===== src/gci_pkg.sv =====
// Package: widths, payload types and codes of the grid cell interpolator.
package gci_pkg;

   localparam int VALUE_BITS = 16;
   localparam int COORD_BITS = 16;
   localparam int FRAC_BITS  = 16;
   localparam int W_BITS     = FRAC_BITS + 1;
   localparam logic [W_BITS-1:0] WEIGHT_ONE = W_BITS'(1) << FRAC_BITS;

   localparam int DIV_STAGES = 4;
   localparam int DIV_STEP   = FRAC_BITS / DIV_STAGES;
   localparam int PIPE_WGT   = DIV_STAGES + 4;
   localparam int PIPE_BLEND = 4;
   localparam int PIPE_DEPTH = PIPE_WGT + PIPE_BLEND;

   typedef enum logic {
      MODE_LINEAR = 1'b0,
      MODE_SMOOTH = 1'b1
   } weight_mode_type;

   typedef struct packed {
      logic signed [VALUE_BITS-1:0] corner_bottom_left;
      logic signed [VALUE_BITS-1:0] corner_top_left;
      logic signed [VALUE_BITS-1:0] corner_bottom_right;
      logic signed [VALUE_BITS-1:0] corner_top_right;
      logic [COORD_BITS-1:0]        cell_x_min;
      logic [COORD_BITS-1:0]        cell_x_max;
      logic [COORD_BITS-1:0]        cell_z_min;
      logic [COORD_BITS-1:0]        cell_z_max;
      logic [COORD_BITS-1:0]        point_x;
      logic [COORD_BITS-1:0]        point_z;
   } req_payload_type;

   typedef struct packed {
      logic signed [VALUE_BITS-1:0] interpolated_value;
      logic                         degenerate_cell;
   } rsp_payload_type;

   typedef struct packed {
      logic signed [VALUE_BITS-1:0] bl;
      logic signed [VALUE_BITS-1:0] tl;
      logic signed [VALUE_BITS-1:0] br;
      logic signed [VALUE_BITS-1:0] tr;
   } corners_type;

endpackage


===== src/gci_blend.sv =====
// Two x blends, then the z blend split in two partial products, then rounding.
module gci_blend (
   input  logic                                  clock,
   input  logic                                  adv,
   input  gci_pkg::corners_type                  corners,
   input  logic [gci_pkg::W_BITS-1:0]            wx,
   input  logic [gci_pkg::W_BITS-1:0]            wz,
   input  logic                                  degen_in,
   output logic signed [gci_pkg::VALUE_BITS-1:0] value_out,
   output logic                                  degen_out
);
   import gci_pkg::*;

   localparam int BW = VALUE_BITS + FRAC_BITS + 2;
   localparam int DW = BW + 1;
   localparam int LW = DW / 2;
   localparam int HW = DW - LW;
   localparam int VW = VALUE_BITS + 2 * FRAC_BITS + 2;

   logic signed [VALUE_BITS:0] db, dt;
   logic signed [W_BITS:0]     wxs, wzs;
   logic signed [BW-1:0]       bot_ff, top1_ff, bot_in, top_in;
   logic signed [DW-1:0]       diff_ff;
   logic signed [BW-1:0]       top2_ff, top3_ff;
   logic [W_BITS-1:0]          wz1_ff, wz2_ff;
   logic [LW+W_BITS-1:0]       pl_ff;
   logic signed [HW+W_BITS:0]  ph_ff;
   logic signed [VW-1:0]       v;
   logic signed [VALUE_BITS-1:0] value_ff;
   logic [PIPE_BLEND-1:0]      deg_ff;

   assign wxs = $signed({1'b0, wx});
   assign wzs = $signed({1'b0, wz2_ff});
   assign db = $signed({corners.bl[VALUE_BITS-1], corners.bl})
             - $signed({corners.br[VALUE_BITS-1], corners.br});
   assign dt = $signed({corners.tl[VALUE_BITS-1], corners.tl})
             - $signed({corners.tr[VALUE_BITS-1], corners.tr});
   // q*1.0 + (p-q)*w with 16 fraction bits
   assign bot_in = (BW'(corners.br) <<< FRAC_BITS) + BW'(db * wxs);
   assign top_in = (BW'(corners.tr) <<< FRAC_BITS) + BW'(dt * wxs);

   // top*1.0 + (bottom-top)*wz with 32 fraction bits, plus half for rounding
   assign v = (VW'(top3_ff) <<< FRAC_BITS) + (VW'(ph_ff) <<< LW)
            + VW'($signed({1'b0, pl_ff})) + (VW'(1) <<< (2*FRAC_BITS-1));

   always_ff @(posedge clock) begin
      if (adv) begin
         bot_ff   <= bot_in;
         top1_ff  <= top_in;
         wz1_ff   <= wz;
         diff_ff  <= DW'(bot_ff) - DW'(top1_ff);
         top2_ff  <= top1_ff;
         wz2_ff   <= wz1_ff;
         pl_ff    <= (LW+W_BITS)'(diff_ff[LW-1:0]) * (LW+W_BITS)'(wz2_ff);
         ph_ff    <= (HW+W_BITS+1)'($signed(diff_ff[DW-1:LW]) * wzs);
         top3_ff  <= top2_ff;
         value_ff <= v[2*FRAC_BITS+VALUE_BITS-1:2*FRAC_BITS];
         deg_ff   <= {deg_ff[PIPE_BLEND-2:0], degen_in};
      end
   end

   assign value_out = value_ff;
   assign degen_out = deg_ff[PIPE_BLEND-1];
endmodule


===== config.mk =====
export PLATFORM = sky130hd
export DESIGN_NAME = gci_blend
export DESIGN_NICKNAME = d
export VERILOG_FILES = /design/src/gci_pkg.sv /design/src/gci_blend.sv
export SDC_FILE = /design/constraint.sdc
export NUM_CORES = 2
export LEC_CHECK = 0
export BUFFER_PORTS_ARGS = -buffer_cell sky130_fd_sc_hd__buf_2
export CAP_MARGIN = 20
export CORE_ASPECT_RATIO = 1.25
export CORE_UTILIZATION = 30
export DETAILED_ROUTE_END_ITERATION = 12
export HOLD_SLACK_MARGIN = 0.06
export REMOVE_ABC_BUFFERS = 1
export SYNTH_ARGS = -nofsm -noshare
export SYNTH_HDL_FRONTEND = slang
export SYNTH_SLANG_ARGS = --single-unit
export TNS_END_PERCENT = 30

===== constraint.sdc =====
create_clock -name clock -period 9.7 [get_ports clock]
set_input_delay 1.94 -clock clock [delete_from_list [all_inputs] [get_ports clock]]
set_output_delay 1.94 -clock clock [all_outputs]
set_load 0.02 [all_outputs]

==> summary.md <==
| Metric | Value |
|---|---|
| Die Span Y | between 400 and 500 um |
| FP Rows | 173 |
| Period utilisation layout | 0.962 |
| Top-area cell type share of the netlist area | 0.370 |
| Die ar. | between 150,000 and 200,000 um^2 |
| Post-synthesis adder-cell area fraction | 0.506 |
| CTS tree | yes |
| Drt first pass iters | 7 |
| Synthesis warning total | 0 |
| Pre-CTS setup slack | -0.327 ns |
| CP dominant cell by count | fa_1 |
| Unrepaired setup endpoints after global routing | no |
| Proportion of synthesized area in mux cells | 0.000626 |
| Setup-failing EPs final | 0 |
| Seq cells post-synth | 270 |
| Placed cell areas | 58,200 um^2 |
| Htree depth | 2 |
| Post-synthesis compound-gate area fraction | 0.0620 |
| Syn Area/Cell | 9.45 um^2 |
| Largest area contributor in the netlist | fa_1 |
| Slew Limit Headroom | 0.208 |
| Drt drc | 0 |
| Vias/cell | 4.70 |
| CP required | 10.03 ns |
| Cell Count, Final, Fillers Out | slightly above 8,000 |
| Status | finished clean |
| Final hold violations | 0 |
| Port Buffer Count | 117 |
| Final Max Slew Viols | 0 |
| Synth Flop Type | edfxtp_1 |
| Worst Setup Path Type | in2reg |
| Sequential share of the synthesized area | 0.150 |
| Hold WS | 0.414 ns |
| Clock buffer depth | 3 |
| Layout cells sized above 1 | 0.0721 |
| Clk root buf | clkbuf_16 |
| CP max stage delay | 0.53 ns |
| CTS hold repair buffers | 0 |
| Initial antenna violation count | 12 |
| Final Cell Area | 59,500 um^2 |
| Synth Area in Simple Gates | 0.143 |
| Top post-synthesis cells by area | fa_1 37%, edfxtp_1 15%, ha_1 14%, inv_1 9.2%, nand2_1 5.2% |
| Tmin final | 9.33 ns |
| GRT Resource Usage Total | 0.155 |
| Combinational family with the most area after synthesis | adder cells |
| Antenna-violating nets left | 0 |
| CP max stage cell | fa_1 |
| Core Box Area | 178,000 um^2 |
| Worst Tran Pin Value | roughly 1.2 ns |
| Gr ovfl total | 0 |
| GPL Wtd Cong | ~0.9 |
| Via count | 38,598 |
| Largest net degree at the start of global routing | 84 |
| Clock skew | 0.0396 ns |
| Yosys cell types | 77 |
| IO Count | 118 |
| First-pass GRT wire length | roughly 230,000 um |
| Fmax | roughly 110 MHz |
| Most frequent cells in the layout | 1,317 x inv_1, 997 x fa_1, 742 x nand2_1, 587 x ha_1, 379 x and2_1 |
| Number of buffers created by CTS | 37 |
| CP Max Fanout | 7 |
| Worst-Skew Late Latency | 0.61 ns |
| Routed len/inst | 16.7 um |
| Area grow syn2layout | 10.2% |
| Syn Inst Count | roughly 5,700 |
| Clock Pin Slew Worst Setup and Hold Paths | 0.06 ns |
| Die X | roughly 380 um |
| Dpl cells | 8,144 |
| Commonest non-fill, non-tap cell in the layout | inv_1 |
| XOR/XNOR share of the synthesized area | 0.0290 |
| Hold crit path type | reg2reg |
| Sink Count | 270 |
| FFs w/ async S/R, synth | 0 |
| Vias in the first global route | 42,119 |
| Crit path arrival time | roughly 9.7 ns |
| Final Net Count | 7,508 |
| Post-DP HPWL | 114,000 um |
| Starting DRT DRC Count | 1,863 |
| Number of flops mapped to enable cells by yosys | 270 |
| Initial Util | 0.303 |
| Area of the mapped netlist | 54,000 um^2 |
| Setup crit end kind | register |
| Setup ws final | 0.372 ns |
| Max-cap violations | 0 |
| Post-Route WL | ~140,000 um |
| Startpoint class of the critical path | input pin |
| Antenna cells | 0 |
==> stage by stage <==
stage               utilization  setup TNS [ns]
floorplan                     -               0
global placement          0.326          -0.783
detailed placement        0.326           -1.81
CTS                       0.333               0
global route              0.334               0
finish                    0.334               0
==> cell usage after synthesis (29+ instances only) <==
cell type  instances
ha_1             587
clkbuf_1         238
a21oi_1          140
o21ai_0           79
fa_1             997
inv_1           1317
nor2b_1           94
a31oi_1           29
nand2_1          742
nor2_1           138
xnor2_1          138
and3_1            30
xor2_1            41
edfxtp_1         270
nor3_1            45
nand2b_1          30
and2_1           379
nand3_1           71
a21o_1            57
==> final timing paths <==
kind,from,to,slack (ns),cells past startpoint
min,top2_ff[15],top3_ff[15],0.41,0
max,corners[17],bot_ff[33],0.37,32
min reg2reg,top2_ff[15],top3_ff[15],0.41,0
max reg2reg,wz2_ff[4],pl_ff[32],2.48,21
==> sequential cells by signal, summed over array words and instances (netlist names) <==
signal / cells
bot_ff: 34
ph_ff: 31
top2_ff: 32
pl_ff: 18
diff_ff: 35
value_out: 16
top3_ff: 32
deg_ff: 4
wz2_ff: 17
wz1_ff: 17
top1_ff: 34
==> layout make-up <==
class / instances / area (um^2)
clock buffers: 44 / 973
clock inverters: 22 / 235
fillers: 18231 / 119000
inverters: 1318 / 4950
multi-input cells: 3877 / 40000
flip-flops and latches: 270 / 8110
well taps: 2362 / 2960
repair buffers: 319 / 2190
==> kinds of logic (layout without fill, tap and decap cells) <==
family	Yosys count	count (layout)
xor gates and xnor gates	179	179
muxes	3	3
adders and majority gates	1584	1584
DFF	270	270
buffers and inverters	1563	1703
and+or+nand+nor	1603	1603
AOI/OAI and AO/OA	508	508
==> worst max-delay path, delay by kind of cell <==
kind / cells / cell delay, ns
adders and majority gates: 8 / 3.49
AOI/OAI and AO/OA: 13 / 2.59
and+or+nand+nor: 6 / 1.27
buffers and inverters: 4 / 0.23
xor gates and xnor gates: 1 / 0.12
==> metal layers <==
layer	up-vias	share of wire	GRT usage
met1	19747	0.41	0.191
met3	248	0.040	0.0122
met2	878	0.52	0.282
met4	4	0.035	0.0539
li1	17721	-	-
met5	-	0.00020	0
==> repair_timing <==
action                     4_1_cts  5_1_grt
gates resized for setup          0       11
setup endpoints to repair        0        6
setup buffers                    0        0
hold endpoints to repair         0        0
Power is left out: the tool's default activity adds up to more than one toggle a clock period on the data nets, which glitch-free logic cannot reach.
