### config.mk
export PLATFORM = sky130hd
export DESIGN_NAME = gci_weight
export DESIGN_NICKNAME = d
export VERILOG_FILES = /design/src/gci_pkg.sv /design/src/gci_weight.sv
export SDC_FILE = /design/constraint.sdc
export NUM_CORES = 2
export LEC_CHECK = 0
export ABC_AREA = 1
export ABC_CLOCK_PERIOD_IN_PS = 21700
export BUFFER_PORTS_ARGS = -buffer_cell sky130_fd_sc_hd__buf_4
export CAP_MARGIN = 40
export CORE_MARGIN = 1
export CORE_UTILIZATION = 45
export CTS_BUF_LIST = sky130_fd_sc_hd__clkbuf_8
export DETAILED_ROUTE_END_ITERATION = 8
export HOLD_SLACK_MARGIN = 0.15
export PLACE_DENSITY = 0.64
export SLEW_MARGIN = 10
export SYNTH_ARGS = -nofsm -noshare
export SYNTH_HDL_FRONTEND = slang
export SYNTH_SLANG_ARGS = --single-unit
export TNS_END_PERCENT = 30
### constraint.sdc
create_clock -name clock -period 21.7 [get_ports clock]
set_input_delay 1.085 -clock clock [delete_from_list [all_inputs] [get_ports clock]]
set_output_delay 1.085 -clock clock [all_outputs]
set_load 0.01 [all_outputs]
### src/gci_pkg.sv
// Package: widths, payload types and codes of the grid cell interpolator.
package gci_pkg;

   localparam int VALUE_BITS = 16;
   localparam int COORD_BITS = 16;
   localparam int FRAC_BITS  = 16;
   localparam int W_BITS     = FRAC_BITS + 1;
   localparam logic [W_BITS-1:0] WEIGHT_ONE = W_BITS'(1) << FRAC_BITS;

   localparam int DIV_STAGES = 4;
   localparam int DIV_STEP   = FRAC_BITS / DIV_STAGES;
   localparam int PIPE_WGT   = DIV_STAGES + 4;
   localparam int PIPE_BLEND = 4;
   localparam int PIPE_DEPTH = PIPE_WGT + PIPE_BLEND;

   typedef enum logic {
      MODE_LINEAR = 1'b0,
      MODE_SMOOTH = 1'b1
   } weight_mode_type;

   typedef struct packed {
      logic signed [VALUE_BITS-1:0] corner_bottom_left;
      logic signed [VALUE_BITS-1:0] corner_top_left;
      logic signed [VALUE_BITS-1:0] corner_bottom_right;
      logic signed [VALUE_BITS-1:0] corner_top_right;
      logic [COORD_BITS-1:0]        cell_x_min;
      logic [COORD_BITS-1:0]        cell_x_max;
      logic [COORD_BITS-1:0]        cell_z_min;
      logic [COORD_BITS-1:0]        cell_z_max;
      logic [COORD_BITS-1:0]        point_x;
      logic [COORD_BITS-1:0]        point_z;
   } req_payload_type;

   typedef struct packed {
      logic signed [VALUE_BITS-1:0] interpolated_value;
      logic                         degenerate_cell;
   } rsp_payload_type;

   typedef struct packed {
      logic signed [VALUE_BITS-1:0] bl;
      logic signed [VALUE_BITS-1:0] tl;
      logic signed [VALUE_BITS-1:0] br;
      logic signed [VALUE_BITS-1:0] tr;
   } corners_type;

endpackage

### src/gci_weight.sv
// One axis: weight by pipelined restoring division, then optional smoothstep.
module gci_weight (
   input  logic                           clock,
   input  logic                           adv,
   input  gci_pkg::weight_mode_type       mode,
   input  logic [gci_pkg::COORD_BITS-1:0] lo,
   input  logic [gci_pkg::COORD_BITS-1:0] hi,
   input  logic [gci_pkg::COORD_BITS-1:0] pos,
   output logic [gci_pkg::W_BITS-1:0]     w_out,
   output logic                           degen_out
);
   import gci_pkg::*;

   localparam int NW = COORD_BITS + FRAC_BITS;

   typedef struct packed {
      logic [COORD_BITS-1:0] rem;
      logic [FRAC_BITS-1:0]  low;
      logic [FRAC_BITS-1:0]  quo;
   } div_type;

   typedef struct packed {
      logic              use_div;
      logic [W_BITS-1:0] fixed;
      logic              degen;
   } wctl_type;

   function automatic div_type div_steps(div_type a, logic [COORD_BITS-1:0] span);
      div_type           r;
      logic [COORD_BITS:0] t;
      logic              qb;
      r = a;
      for (int i = 0; i < DIV_STEP; i++) begin
         t = {r.rem, r.low[FRAC_BITS-1]};
         r.low = r.low << 1;
         qb = (t >= {1'b0, span});
         if (qb) begin
            t = t - {1'b0, span};
         end
         r.rem = t[COORD_BITS-1:0];
         r.quo = {r.quo[FRAC_BITS-2:0], qb};
      end
      return r;
   endfunction

   div_type               div_ff [DIV_STAGES+1];
   div_type               div_in;
   wctl_type              ctl_ff [DIV_STAGES+1];
   wctl_type              ctl_in;
   logic [COORD_BITS-1:0] span_ff [DIV_STAGES];
   logic [COORD_BITS-1:0] span_in;
   logic [NW-1:0]         num;

   logic [W_BITS-1:0]     w6_ff, w6_in;
   logic [2*W_BITS-1:0]   sq_ff;
   logic                  deg6_ff;
   logic [W_BITS-1:0]     w7_ff;
   logic [2*W_BITS:0]     prod_ff;
   logic                  deg7_ff;
   logic [W_BITS-1:0]     w2r;
   logic [W_BITS:0]       kk;
   logic [2*W_BITS:0]     rnd;
   logic [W_BITS-1:0]     smooth;
   logic [W_BITS-1:0]     w_ff, w_in;
   logic                  degen_ff;

   // entry stage: bounds checks and dividend setup
   always_comb begin
      span_in = hi - lo;
      num = {(hi - pos), {FRAC_BITS{1'b0}}} + NW'(span_in >> 1);
      div_in.rem = num[NW-1:FRAC_BITS];
      div_in.low = num[FRAC_BITS-1:0];
      div_in.quo = '0;
      ctl_in.degen = (hi <= lo);
      ctl_in.use_div = 1'b0;
      ctl_in.fixed = WEIGHT_ONE;
      if (hi <= lo || pos <= lo) begin
         ctl_in.fixed = WEIGHT_ONE;
      end else if (pos >= hi) begin
         ctl_in.fixed = '0;
      end else begin
         ctl_in.use_div = 1'b1;
      end
   end

   always_ff @(posedge clock) begin
      if (adv) begin
         div_ff[0]  <= div_in;
         ctl_ff[0]  <= ctl_in;
         span_ff[0] <= span_in;
         for (int k = 0; k < DIV_STAGES; k++) begin
            div_ff[k+1]  <= div_steps(div_ff[k], span_ff[k]);
            ctl_ff[k+1]  <= ctl_ff[k];
         end
         for (int k = 1; k < DIV_STAGES; k++) begin
            span_ff[k] <= span_ff[k-1];
         end
      end
   end

   // weight select and square, then smoothstep product, then round and clamp
   assign w6_in = ctl_ff[DIV_STAGES].use_div ? {1'b0, div_ff[DIV_STAGES].quo}
                                             : ctl_ff[DIV_STAGES].fixed;
   assign w2r = W_BITS'((sq_ff + (2*W_BITS)'(1 << (FRAC_BITS-1))) >> FRAC_BITS);
   assign kk = (W_BITS+1)'(3) * (W_BITS+1)'(WEIGHT_ONE) - ((W_BITS+1)'(w6_ff) << 1);
   assign rnd = (prod_ff + (2*W_BITS+1)'(1 << (FRAC_BITS-1))) >> FRAC_BITS;
   assign smooth = (rnd > (2*W_BITS+1)'(WEIGHT_ONE)) ? WEIGHT_ONE : W_BITS'(rnd);
   assign w_in = (mode == MODE_SMOOTH) ? smooth : w7_ff;

   always_ff @(posedge clock) begin
      if (adv) begin
         w6_ff    <= w6_in;
         sq_ff    <= w6_in * w6_in;
         deg6_ff  <= ctl_ff[DIV_STAGES].degen;
         w7_ff    <= w6_ff;
         prod_ff  <= (2*W_BITS+1)'(w2r) * (2*W_BITS+1)'(kk);
         deg7_ff  <= deg6_ff;
         w_ff     <= w_in;
         degen_ff <= deg7_ff;
      end
   end

   assign w_out = w_ff;
   assign degen_out = degen_ff;
endmodule

==> metrics.txt <==
CP Launch Type=register; top-area cell type share of the netlist area=0.199; clk sinks=approximately 280; Reg-to-Reg End=div_ff[0][132]; Synth async-reset ratio=0; Final Hold Vio Count=0; share of cells above drive strength 1=0.0455; Slew Limit Headroom=0.401; number of flops mapped to enable cells by yosys=approximately 280; # DRC=0; Crit Path Max Fanout=18; nets=roughly 6,600; Syn-to-layout area delta=6.98%; first-pass GRT wire length=192 mm; detailed placement HPWL=slightly below 100 mm; WP data required=between 20 and 25 ns; # IOs=slightly below 70; design area=0.0462 sq mm; Setup TNS=0 ns; core footprint=about 0.095 sq mm; crit path time final=9.32 ns; Setup Skew=approximately 0.051 ns; run status=completed; sequential fraction of the synthesis area=0.191; GPL Wtd Cong=roughly 0.97; Pre-Repair DR Iteration Count=6; Vias/cell=5.26; critical path arrival=~10 ns; Top delay family on crit path=simple AND/OR/NAND/NOR gates; cts bufs inserted=52; TritonCTS clock tree=yes; vias in the first global route=36,066; initial antenna violation count=2; Root Driver=clkbuf_8; RSZ-0062 raised after global routing=false; Reg2Reg Setup Slack=approximately 12 ns; Clk Latency, worst-skew pair=about 0.68 ns; H-tree Lvls=2; worst path bufs/invs=3; initial DRC count=approximately 2,600; clock buffer depth=3; row count=about 110; reg2reg path depth=45; fin crit share=0.429; Synth area leaders=fa_1, edfxtp_1, ha_1, nand2_1, inv_1; Synth Warn #=0; slowest CP cell=edfxtp_1; most frequent cells in the layout=nand2_1, inv_1, ha_1; Hold Path Stages=0; gr usage total=0.248; CP Capture Type=register; most common cell after layout, fill and taps aside=nand2_1; Post-Synthesis Cells=around 5,500; Initial Util=0.455; pins over their slew limit=0; RR Startpoint=span_ff[1][1]; Area after DPL=~0.045 sq mm; Final setup violation count=0; most frequent CP cell=nand2_1; DR WL/cell=17.3 microns; Yosys reg bits=~280; Crit Path Class=reg2reg; final wirelength=about 120 mm; pin count of the biggest net entering global routing=78; Avg Cell Area, Syn=~8 sq um; Worst Hold Class=reg2reg; port buffer count=between 60 and 70; Cell Area, Synth=~0.043 sq mm; postcts setup bufs=0; Worst Hold Path EP=ctl_ff[0][37]; total die area=~0.097 sq mm; Worst Tran Pin Value=around 0.90 ns; post-CTS sizing=0; Cell variety after synth=62; gr ovfl total=0; fillcell total=9,503; max-cap viol count=0; top cell type by total area after synthesis=fa_1; slowest stage delay, CP=about 0.7 ns; hold_sp=ctl_ff[0][18]; Routed Antenna Nets=0; cts hold-fix bufs=0; clock-pin slew on the worst setup and hold paths=about 0.060 ns; leading register cell type out of synthesis=edfxtp_1; die extent in y=312 microns; Via Count=~36,000; Die Wd=slightly above 300 microns; f_max=roughly 0.11 GHz
## metal layers
layer / global-route usage / up-vias / wire length (microns)
met1: 0.350 / 17382 / 55100
met3: 0.0371 / 129 / 8240
li1: - / 17795 / -
met5: 0 / - / 13
met2: 0.401 / 1048 / 53900
met4: 0.0537 / 2 / 2340
## area by class of cell
| class | count | area, sq um | share of cell area |
|---|---|---|---|
| Clock inverter | 44 | 304 | 0.00658 |
| Clock buffer | 52 | 716 | 0.0155 |
| Inverter | 1024 | 3850 | 0.0833 |
| Antenna cell | 1 | 2.50 | 0.0000542 |
| Timing Repair Buffer | 89 | 747 | 0.0162 |
| Sequential cell | 275 | 8260 | 0.179 |
| Tap cell | 1265 | 1580 | 0.0343 |
| Multi-Input combinational cell | 4167 | 30700 | 0.665 |
## cell usage after synthesis (4+ instances only)
master,number
nand2_1,1368
inv_1,1009
ha_1,512
fa_1,429
nor2_1,415
a21oi_1,311
edfxtp_1,275
nand3_1,238
o21ai_0,210
xor2_1,159
xnor2_1,126
nand4_1,51
clkbuf_1,47
nor3_1,41
o21ai_1,27
nand2_2,22
a31oi_1,20
nor4_1,19
a21o_1,18
o21bai_1,18
buf_2,17
or2_2,16
nand3b_1,14
o21a_1,14
a21boi_0,13
buf_4,9
buf_6,9
clkinv_1,9
nand2_4,9
nand3_2,8
o31ai_1,8
a211oi_1,7
nor2_2,7
nor2_4,7
o211ai_1,6
a31o_2,5
o2111ai_1,5
a221oi_1,4
inv_2,4
nand3_4,4
## stage by stage
stage               cells   util  setup slack, ns  hold slack, ns
floorplan            5548      -            14.40           0.400
global placement     6813  0.474            12.02           0.401
detailed placement   6818  0.475            12.46           0.405
CTS                  6914  0.486            12.40           0.411
global route         6917  0.486            11.57           0.419
finish               6917  0.486            12.38           0.410
## how the worst max path moves through the flow
stage,start,end,depth (start not counted)
finish,span_ff[1][1],div_ff[0][132],45
global route,span_ff[1][1],div_ff[0][132],45
CTS,span_ff[1][1],div_ff[0][132],45
detailed placement,span_ff[1][1],div_ff[0][132],45
global placement,span_ff[1][1],div_ff[0][143],45
floorplan,w6_ff[0],prod_ff[33],36
## logic make-up (layout without fill, tap and decap cells)
logic type	Yosys count	count (layout)	synth area share
AOI/OAI and AO/OA	682	682	0.0873
xor gates and xnor gates	285	285	0.0578
adders and majority gates	941	941	0.347
buffers and inverters	1106	1209	0.0991
DFF	275	275	0.191
other	2	25	0.000174
and+or+nand+nor	2235	2235	0.217
## flip-flops by register name, indices dropped and copies added (netlist names), 15 cells and up
| register | flops |
|---|---|
| sq_ff | 18 |
| div_ff | 105 |
| prod_ff | 20 |
| w7_ff | 17 |
| w_out | 17 |
| span_ff | 63 |
| w6_ff | 17 |
| ctl_ff | 15 |
Power is left out: the tool's default activity adds up to more than one toggle a clock period on the data nets, which glitch-free logic cannot reach.
